## config.mk

```make
export PLATFORM = sky130hd
export DESIGN_NAME = xlb_cell
export DESIGN_NICKNAME = d
export VERILOG_FILES = /design/src/xlb_pkg.sv /design/src/xlb_cell.sv
export SDC_FILE = /design/constraint.sdc
export NUM_CORES = 1
export LEC_CHECK = 0
export ABC_CLOCK_PERIOD_IN_PS = 5300
export BUFFER_PORTS_ARGS = -buffer_cell sky130_fd_sc_hd__clkbuf_2
export CAP_MARGIN = 10
export CORE_ASPECT_RATIO = 1.2
export CORE_UTILIZATION = 55
export DETAILED_ROUTE_END_ITERATION = 10
export PLACE_DENSITY = 0.89
export SYNTH_ARGS = -nofsm -noshare
export SYNTH_HDL_FRONTEND = slang
export SYNTH_SLANG_ARGS = --single-unit
export TNS_END_PERCENT = 50
```

## constraint.sdc

```tcl
create_clock -name clk -period 5.3 [get_ports clk]
set_input_delay 0.265 -clock clk [delete_from_list [all_inputs] [get_ports clk]]
set_output_delay 0.265 -clock clk [all_outputs]
set_load 0.02 [all_outputs]
```

## src/xlb_pkg.sv

```systemverilog
// Shared types and constants of the GF(2) linear basis core.
// Used by xlb_cell, xor_linear_basis_core and xlb_checker; depends on nothing.
package xlb_pkg;

    localparam int BASIS_BITS_DEF = 63;
    localparam int VALUE_W        = 63;
    localparam int OP_W           = 2;
    localparam int ROW_W          = 6;

    localparam logic [OP_W-1:0] OP_INSERT = 2'd0;
    localparam logic [OP_W-1:0] OP_CHECK  = 2'd1;
    localparam logic [OP_W-1:0] OP_CLEAR  = 2'd2;

    typedef struct packed {
        logic             valid;
        logic [OP_W-1:0]  op;
        logic             hit;
        logic             miss;
        logic [ROW_W-1:0] row;
    } stage_t;

endpackage

```

## src/xlb_cell.sv

```systemverilog
// One cell of the reduction chain: holds the basis row for one leading bit.
// Depends on xlb_pkg for the opcode codes and the stage control struct.
module xlb_cell #(
    parameter int BASIS_BITS = xlb_pkg::BASIS_BITS_DEF,
    parameter int CELL_IDX   = 0
) (
    input  logic                  clk,
    input  logic                  rst_n,
    input  logic                  advance,
    input  xlb_pkg::stage_t       ctl_in,
    input  logic [BASIS_BITS-1:0] vec_in,
    output xlb_pkg::stage_t       ctl_out,
    output logic [BASIS_BITS-1:0] vec_out
);

    logic [BASIS_BITS-1:0] row_reg;
    logic [BASIS_BITS-1:0] row_next;
    xlb_pkg::stage_t       ctl_reg;
    xlb_pkg::stage_t       ctl_next;
    logic [BASIS_BITS-1:0] vec_reg;
    logic [BASIS_BITS-1:0] vec_next;
    logic                  active;

    assign active = ctl_in.valid && !ctl_in.hit && !ctl_in.miss &&
                    (ctl_in.op inside {xlb_pkg::OP_INSERT, xlb_pkg::OP_CHECK});

    always_comb
    begin
        row_next = row_reg;
        ctl_next = ctl_in;
        vec_next = vec_in;
        if (ctl_in.valid && ctl_in.op == xlb_pkg::OP_CLEAR)
        begin
            row_next = '0;
        end
        else if (active && vec_in[CELL_IDX])
        begin
            if (row_reg == '0)
            begin
                if (ctl_in.op == xlb_pkg::OP_INSERT)
                begin
                    row_next     = vec_in;
                    ctl_next.hit = 1'b1;
                    ctl_next.row = xlb_pkg::ROW_W'(CELL_IDX);
                    vec_next     = '0;
                end
                else
                begin
                    ctl_next.miss = 1'b1;
                end
            end
            else
            begin
                vec_next = vec_in ^ row_reg;
            end
        end
    end

    always_ff @(posedge clk or negedge rst_n)
    begin
        if (!rst_n)
        begin
            row_reg <= '0;
            ctl_reg <= '0;
        end
        else if (advance)
        begin
            row_reg <= row_next;
            ctl_reg <= ctl_next;
        end
    end

    always_ff @(posedge clk)
    begin
        if (advance)
        begin
            vec_reg <= vec_next;
        end
    end

    assign ctl_out = ctl_reg;
    assign vec_out = vec_reg;

endmodule

```

==> results.md <==
- Total number of yosys warnings: 0
- Post-CTS Hold Fix Bufs: 0
- Power density cells: 422 nW/µm²
- Final setup vio count: 0
- Worst Tran Pin Value: roughly 1.2 ns
- Hold_ws: -0.00343 ns
- Busiest grt layer: met2
- Number of synthesized register bits: approximately 140
- Skew-Pair Late Insertion Delay: roughly 0.42 ns
- Initial DRC count: about 680
- Psw: between 1 and 1.5 mW
- Fin crit period: about 3.4 ns
- Top cells by area, synth: edfxtp_1 27%, dfrtp_1 26%, a32o_1 8.7%
- Post-synthesis net count: a little over 700
- Starting Density: between 50% and 60%
- LEAKAGE: about 3.4 nW
- Tot Pwr: between 3 and 4 mW
- R2R Setup Slk: just under 2 ns
- Violated checks: hold timing
- Most area-hungry cell type in the Yosys netlist: edfxtp_1
- Status: complete, but fails checks
- Share of the synthesized area in the top cell type: around a quarter
- Gpl congestion: about 0.84
- GR Util met2: about half
- Clock slew at reported path FFs: approximately 0.060 ns
- Post-route ant nets: 0
- Share of cells above drive strength 1: around 29%
- Number of synthesized flops with an enable pin: 63
- CTS Buffer Depth: 2
- Synthesized area: between 7000 and 8000 µm²
- Logic pwr share: a little under a third
- WL per Instance: slightly above 20 µm
- # port buffers: 150
- Clock skew: 0.00811 ns
- Layout area overhead: 19.9%
- Setup TNS: 0 ns
- Period utilisation layout: between 60% and 70%
- CP Launch Point: row_reg[34]$_DFFE_PN0P_
- Area of the core: between 10000 and 15000 µm²
- Vias: between 6000 and 7000
- Main flop type after synthesis: dfrtp_1
- Die H: 126 µm
- Dpl hpwl: 11.6 mm
- Fin. max-slew vios: 0
- RSZ-0062 raised after global routing: no
- Max-cap violations: 0
- # diodes: 0
- GRT Total Usage: between 20 and 30%
- Required @ worst endpoint: 5.46 ns
- Vias in the first global route: between 6000 and 7000
- Fin nets: between 800 and 900
- CTS sink cnt: ~140
- Footprint of the multi-input gates: 2910 µm²
- Post-synthesis async set-or-reset flop share: between 50% and 60%
- Die Span X: roughly 110 µm
- Max IR drop VDD: 0.377 mV
- Antenna violations before repair: 0
- DR DRC count: 0
- Total CTS buffers: 17
- Die footprint: around 13000 µm²
- Sequential-to-total area share from yosys stat: roughly 53%
- Detailed Route WL: approximately 19 mm
- R2R cell count: 4
- Crit path arrival time: ~3.5 ns
- Mapped Cells: between 600 and 700
- Register area: ~3700 µm²
- Number of I/O pins: 151
- Setup crit start kind: register
- Total grt overflow: 0
- First-pass GRT wire length: slightly above 30 mm
- Post-CTS sizing: 0
- CTS H-tree depth: 4
- Min-delay worst type: input port to asynchronous set/reset pin
- Average vias per placed instance: a little under 7
- # fillers: roughly 910
- Synth cell types: 34
- Slew HR: between 10% and 20%
- Syn avg cell area: 11.3 µm²
- Clk network pwr share: between 30% and 40%
- CTS tree: done
- Fmax: 0.298 GHz
- Largest net degree at the start of global routing: 75
- Worst R2R Start: row_reg[34]$_DFFE_PN0P_
- Cell Rows: 45
- Post-CTS setup buffers: 0
- Critical path peak fanout: 48
- Root buffer cell: clkbuf_16
- Register share of total power: 36.7%
- Met1 usage: 35.7%
- Hold Vio Cnt, Final: 1
- Setup CP Type: register to register
- Met3 Usage GRT: between 7 and 8%
- Drt first pass iters: 6
- Sw Ratio: 35.8%
- Crit. End Element: register
- Cell internal pwr: between 2 and 2.5 mW
[logic make-up (layout without fill, tap and decap cells)]
family          after synthesis  count (layout)  synth area share [%]
compound gates              196             196                  24.7
buf+inv                     116             252                  6.55
flops                       137             137                  52.7
mux                          10              10                  1.46
simple gates                171             171                  14.6
[cell type report]
type | instances | area share (%)
clock buffers | 22 | 5.34
multi-input cells | 377 | 34.2
repair buffers | 159 | 9.91
well taps | 164 | 2.41
flip-flops and latches | 137 | 44.0
inverters | 61 | 2.69
clock inverters | 10 | 1.47
[metrics by stage]
step | setup slack (ns) | hold WS (ns) | area [µm²] | util [%] | std cells
after floorplan | 3.22 | -0.0306 | 7100 | - | 630
after global placement | 2.14 | 0.464 | 7920 | 62.8 | 897
after detailed placement | 2.15 | 0.482 | 7920 | 62.8 | 897
after CTS | 2.13 | 0.0427 | 8500 | 67.4 | 929
after global routing | 1.89 | 0.0834 | 8510 | 67.5 | 930
final | 1.95 | -0.00343 | 8510 | 67.5 | 930
[final timing paths]
| check | to |
|---|---|
| setup / recovery | vec_out[1]$_DFFE_PP_ |
| setup reg to reg | vec_out[1]$_DFFE_PP_ |
| min in group clk | ctl_out[8]$_DFFE_PN0P_ |
| hold / removal | row_reg[40]$_DFFE_PN0P_ |
| max in group asynchronous | row_reg[17]$_DFFE_PN0P_ |
| hold reg to reg | ctl_out[10]$_DFFE_PN0P_ |
[power by group through the flow]
stage	registers (mW)	logic [mW]	clock network, mW
global placement	1.33	1.03	0
detailed placement	1.34	1.07	0
finish	1.32	1.10	1.17
global route	1.33	1.17	1.22
CTS	1.32	1.08	1.18
floorplan	1.43	0.667	0
[critical path: stages, from the launching register on]
cell	delay, ns
dfrtp_1	0.42
nor4_1	0.76
nand4_1	0.32
or4_2	1.20
a21bo_2	0.38
[synthesized netlist by cell type, drive strengths merged, types with 2 or more instances]
master,count
mux2,3
nor4b,4
nor3,2
edfxtp,63
nor2b,48
inv,61
a32o,62
a21oi,21
buf,16
mux2i,7
clkbuf,39
dfrtp,74
nand3,16
a221oi,48
nand4,4
nand2,16
o211ai,15
nor4,75
a21bo,47
nor2,2
[layout by cell type, fill, tap and decap left out, drive strengths merged, types with 2 or more instances in the layout]
master  count
nand3      16
edfxtp     63
clkinv      6
nand4       4
clkbuf    170
nor4b       4
buf        11
dfrtp      74
inv        61
nand2      16
o211ai     15
mux2        3
a21bo      47
nor2b      48
a32o       62
nor2        2
a21oi      21
mux2i       7
a221oi     48
nor4       75
nor3        2
bufinv      3
[metal layers]
layer  wire [µm]  part of all wire [%]  up-vias
met5           0                     0        -
met4         776                   4.0        0
met3        1740                   9.0       61
met2        9650                    50      394
met1        7080                    37     3054
li1            -                     -     2759
Power figures use the tool's default switching activity.
